--- config.mk ---
export PLATFORM = sky130hd
export DESIGN_NAME = rasr_ctrl
export DESIGN_NICKNAME = d
export VERILOG_FILES = /design/src/rtl/core/rasr_pkg.sv /design/src/rtl/core/rasr_ctrl.sv
export SDC_FILE = /design/constraint.sdc
export NUM_CORES = 1
export LEC_CHECK = 0
export BUFFER_PORTS_ARGS = -buffer_cell sky130_fd_sc_hd__buf_2
export CAP_MARGIN = 10
export CORE_AREA = 4 4 41 43
export CTS_BUF_LIST = sky130_fd_sc_hd__clkbuf_2
export DETAILED_ROUTE_END_ITERATION = 6
export DIE_AREA = 0 0 45 47
export GPL_TIMING_DRIVEN = 0
export HOLD_SLACK_MARGIN = 0.05
export RECOVER_POWER = 25
export SLEW_MARGIN = 40
export SYNTH_ARGS = -nofsm -noshare
export SYNTH_HDL_FRONTEND = slang
export SYNTH_SLANG_ARGS = --single-unit
--- constraint.sdc ---
create_clock -name aclk -period 3.8 [get_ports aclk]
set_input_delay 0.76 -clock aclk [delete_from_list [all_inputs] [get_ports aclk]]
set_output_delay 0.76 -clock aclk [all_outputs]
set_load 0.02 [all_outputs]
--- src/rtl/core/rasr_pkg.sv ---
`timescale 1ns / 1ps
`default_nettype none
// ----------------------------------------------------------------------------
// rasr_pkg: shared types for the rational add/subtract/reduce block
// Payload structs, widths and controller/datapath command and status bundles.
// ----------------------------------------------------------------------------
package rasr_pkg;

    localparam int IN_W   = 32;
    localparam int NUM_W  = 64;
    localparam int DEN_W  = 62;
    localparam int MAG_W  = 65;   // magnitude of a 64-bit cross-product sum
    localparam int CNT_W  = 7;

    localparam logic [NUM_W-1:0] NUM_MAX = {1'b0, {(NUM_W-1){1'b1}}};
    localparam logic [DEN_W-1:0] DEN_MAX = {DEN_W{1'b1}};

    typedef struct packed {
        logic                    action;
        logic signed [IN_W-1:0]  a_num;
        logic signed [IN_W-1:0]  a_den;
        logic signed [IN_W-1:0]  b_num;
        logic signed [IN_W-1:0]  b_den;
    } in_item_t;

    typedef struct packed {
        logic signed [NUM_W-1:0] res_num;
        logic [DEN_W-1:0]        res_den;
        logic                    den_error;
    } out_item_t;

    // Datapath commands issued by the controller
    typedef enum logic [3:0] {
        CMD_NONE,
        CMD_LOAD,      // capture request
        CMD_MUL,       // form cross products (registered)
        CMD_SUM,       // sign/magnitude sum, denominator magnitude
        CMD_GINIT,     // copy magnitudes into gcd operands
        CMD_GSTEP,     // one binary-gcd step
        CMD_DINIT,     // start division of numerator by gcd
        CMD_DSTEP,     // one restoring-division step
        CMD_DNEXT,     // store quotient, start denominator division
        CMD_FINAL      // saturate and build result
    } cmd_t;

    typedef struct packed {
        logic zero_den;   // an input denominator was zero
        logic zero_num;   // numerator sum is zero
        logic gcd_done;   // a gcd operand reached zero
        logic div_done;   // division counter expired
    } status_t;

endpackage : rasr_pkg
`default_nettype wire

--- src/rtl/core/rasr_ctrl.sv ---
`timescale 1ns / 1ps
`default_nettype none
// ----------------------------------------------------------------------------
// rasr_ctrl: sequencer for the rational add/subtract/reduce block
// Steps the datapath through multiply, gcd and two divisions (skipped on zero input); owns handshakes.
// ----------------------------------------------------------------------------
module rasr_ctrl
    import rasr_pkg::*;
(
    input  wire logic    aclk,
    input  wire logic    aresetn,
    input  wire logic    s_valid,
    output logic         s_ready,
    output logic         m_valid,
    input  wire logic    m_ready,
    input  wire status_t status,
    output cmd_t         cmd
);

    typedef enum logic [3:0] {
        ST_IDLE, ST_MUL, ST_SUM, ST_CHK, ST_GCD, ST_DIVN, ST_DIVD, ST_FIN, ST_OUT
    } state_t;

    state_t state_reg, state_next;
    logic   m_valid_reg, m_valid_next;

    always_comb begin
        state_next   = state_reg;
        m_valid_next = m_valid_reg;
        cmd          = CMD_NONE;
        unique case (state_reg)
            ST_IDLE: if (s_valid) begin
                cmd = CMD_LOAD; state_next = ST_MUL;
            end
            ST_MUL: begin cmd = CMD_MUL; state_next = ST_SUM; end
            ST_SUM: begin cmd = CMD_SUM; state_next = ST_CHK; end
            ST_CHK: begin
                if (status.zero_den || status.zero_num) begin
                    state_next = ST_FIN;
                end else begin
                    cmd = CMD_GINIT; state_next = ST_GCD;
                end
            end
            ST_GCD: begin
                if (status.gcd_done) begin
                    cmd = CMD_DINIT; state_next = ST_DIVN;
                end else begin
                    cmd = CMD_GSTEP;
                end
            end
            ST_DIVN: begin
                if (status.div_done) begin
                    cmd = CMD_DNEXT; state_next = ST_DIVD;
                end else begin
                    cmd = CMD_DSTEP;
                end
            end
            ST_DIVD: begin
                if (status.div_done) state_next = ST_FIN;
                else cmd = CMD_DSTEP;
            end
            ST_FIN: begin
                cmd = CMD_FINAL; state_next = ST_OUT; m_valid_next = 1'b1;
            end
            ST_OUT: if (m_ready) begin
                m_valid_next = 1'b0; state_next = ST_IDLE;
            end
            default: state_next = ST_IDLE;
        endcase
    end

    always_ff @(posedge aclk) begin
        if (!aresetn) begin
            state_reg   <= ST_IDLE;
            m_valid_reg <= 1'b0;
        end else begin
            state_reg   <= state_next;
            m_valid_reg <= m_valid_next;
        end
    end

    assign s_ready = (state_reg == ST_IDLE);
    assign m_valid = m_valid_reg;

endmodule : rasr_ctrl
`default_nettype wire

==> reports/qor.csv <==
stage;metric;value;unit
place;hpwlAfterDp;743;um
synth;synth_cells;52;
drt;ant_nets;0;
setup_path;startpoint_type;primary input;
final_layout;largest_reg_flops;4;
clock_tree;clock-sinks;5;
sta;fmax;411;MHz
sta;hold_viol_final;0;
floorplan;num_rows;13;
sta;min_period;2.43;ns
synth;synthArstFlopShare;0;%
global_route;antenna_found_initial;0;
sta;finalSetupTns;0;ns
synth;ys.warnings.count;0;
global_route;grt_overflow;0;
clock_tree;root_buffer;clkbuf_2;
power;peakVddDrop;154;uV
setup_path;crit_type;in2out;
drt;drtIter0Drc;3;
global_route;grt_max_degree;11;
clock_tree;cts_buffers;3;
sta;post-route-period-util;64.0;%
setup_path;crit_path_end_kind;primary output;
sta;fin_worst_skew;0.00318;ns
synth;synth_top_flop_cell;dfxtp_1;
synth;yosysTopAreaCell;dfxtp_1;
hold_path;worstHoldStart;m_valid;
power;p_total;177;uW
clock_tree;postCtsHoldBufs;0;
synth;ys_types;34;
synth;yosys-top-cells-count;a21oi_1 (5), dfxtp_1 (5), nand2_1 (4);
drt;via_count;435;
sta;drv_slew;0;
global_route;grt_pass1_vias;391;
drt;wl;955;um
drt;dr.pass1.iters;3;
clock_tree;clock_path_buffers;2;
synth;syn_area;398;sq um
drt;post_drt_via_cell_ratio;5.18;
sta;grt_setup_unrepaired;false;
final_layout;drive_gt1_share;31.9;%
global_route;grt_pass1_wl;1.64;mm
final_layout;area_growth_syn_to_layout;25.2;%
synth;syn_nets;60;
clock_tree;post_cts_resized;0;
global_route;grtUsageTotal;10.6;%
hold_path;hp-class;reg2reg;
floorplan;num_io_pins;14;
final_layout;fill_cells;144;
setup_path;critPathMaxFanout;2;
setup_path;crit_start;status[2];
run_status;status;finished, final reports clean;
power;p_leak;0.000217;uW
synth;ys_seq_area_share;25.2;%
synth;ys_ff_latch;5;
floorplan;start_util;30.6;%
sta;max_slew_margin;73.2;%
setup_path;worstReg2RegStart;state_reg[2];
clock_tree;cts.htree.levels;1;
synth;syn_area_per_cell;7.65;sq um
sta;worstMarginPinSlew;0.402;ns
power;powerDensity;355;nW/um^2
clock_tree;cts_tree;done;
floorplan;die_x;45;um
drt;drc;0;
drt;wl_per_cell;11.4;um
place;port_buffers;13;
final_layout;nets;78;
setup_path;critPathArrivalTime;1.67;ns
synth;synth-edff-count;0;
clock_tree;clk_latency;0.21;ns
synth;netlist_top_cells_area;dfxtp_1 (25%), a21oi_1 (6.3%), buf_4 (3.8%);
clock_tree;cts_setup_buffers;0;
place;place_congestion;0.739;
floorplan;core;1300;sq um
final_layout;diodes;0;
sta;setup-violations-final;0;
synth;synth_top_cell_area_share;25.2;%
floorplan;dieArea;2120;sq um
floorplan;die_h;47;um
job;drv_cap;0;
setup_path;crit_required;3.04;ns
clock_tree;clkSlewWorstSetupHoldPaths;0.06;ns
==> worst paths after layout <==
path | endpoint | slack (ns) | cells past startpoint
worst max-delay path | cmd[2] | 1.37 | 4
worst min register to register | m_valid | 0.52 | 3
worst min-delay path | m_valid | 0.52 | 3
worst max register to register | m_valid | 2.42 | 4
==> power by group <==
part / internal (uW) / switching (uW) / total (uW)
Sequential: 56.2 / 5.35 / 61.5
Clock: 27.8 / 20.3 / 48.1
Combinational: 28.1 / 38.8 / 66.9
Total: 112 / 64.4 / 177
==> placed cells by master, fill, tap and decap left out <==
| cell type | n |
|---|---|
| nor2_1 | 3 |
| clkbuf_1 | 1 |
| nor2b_1 | 1 |
| nor3_1 | 1 |
| a31o_1 | 1 |
| xnor2_1 | 1 |
| inv_2 | 2 |
| inv_1 | 1 |
| nand3b_1 | 1 |
| nand2b_1 | 1 |
| o311ai_1 | 1 |
| nand2_1 | 4 |
| buf_2 | 15 |
| a22oi_1 | 1 |
| a21o_1 | 1 |
| and3b_1 | 1 |
| dfxtp_1 | 5 |
| and3_1 | 1 |
| a311o_1 | 1 |
| nor4b_1 | 1 |
| buf_4 | 1 |
| mux2i_1 | 1 |
| o21bai_1 | 2 |
| a21bo_1 | 1 |
| nand4b_1 | 1 |
| a211oi_1 | 1 |
| or4_1 | 1 |
| nor4_1 | 1 |
| o21ai_1 | 2 |
| o31a_1 | 1 |
| nor3b_1 | 1 |
| a31oi_1 | 1 |
| nand3_1 | 1 |
| a21oi_1 | 5 |
| a21boi_0 | 1 |
| clkbuf_2 | 4 |
==> through the flow <==
stage / worst slack (ns) / cells / hold WS (ns) / area, sq um / utilization, %
after global placement: 1.38 / 80 / 0.513 / 482 / 37.0
after floorplan: 1.41 / 52 / 0.527 / 398 / -
after CTS: 1.36 / 84 / 0.524 / 502 / 38.6
after detailed placement: 1.36 / 80 / 0.512 / 482 / 37.0
final: 1.37 / 84 / 0.524 / 498 / 38.3
after global routing: 1.32 / 84 / 0.560 / 498 / 38.3
==> cell families (layout without fill, tap and decap cells) <==
kind of cell | after synthesis | after routing | synth area share [%]
XOR/XNOR | 1 | 1 | 2.20
AO/OA/AOI/OAI | 19 | 19 | 33.3
multiplexers | 1 | 1 | 2.52
AND/OR/NAND/NOR | 19 | 19 | 27.7
buffers and inverters | 7 | 24 | 9.12
flip-flops | 5 | 5 | 25.2
==> per-layer routing <==
metal  part of all wire [%]  GRT usage (%)  vias to the layer above
met5                      0              0                        -
met2                     53           18.9                        3
met1                     45           11.8                      204
met3                    2.0           1.15                        0
li1                       -              -                      228
met4                      0           7.02                        0
==> worst max-delay path, cell delays in order <==
cell     delay (ns)
buf_2          0.10
or4_1          0.49
a21oi_1        0.15
buf_2          0.17
==> area by class of cell <==
class	instances	area [sq um]	share of cell area, %
inverters	3	11.3	2.26
repair buffers	13	65.1	13.1
multi-input cells	40	262	52.5
clock buffers	4	20.0	4.02
plain buffers	4	21.3	4.27
well taps	15	18.8	3.77
flip-flops and latches	5	100	20.1
No activity file was read; power rests on OpenSTA's default activity.
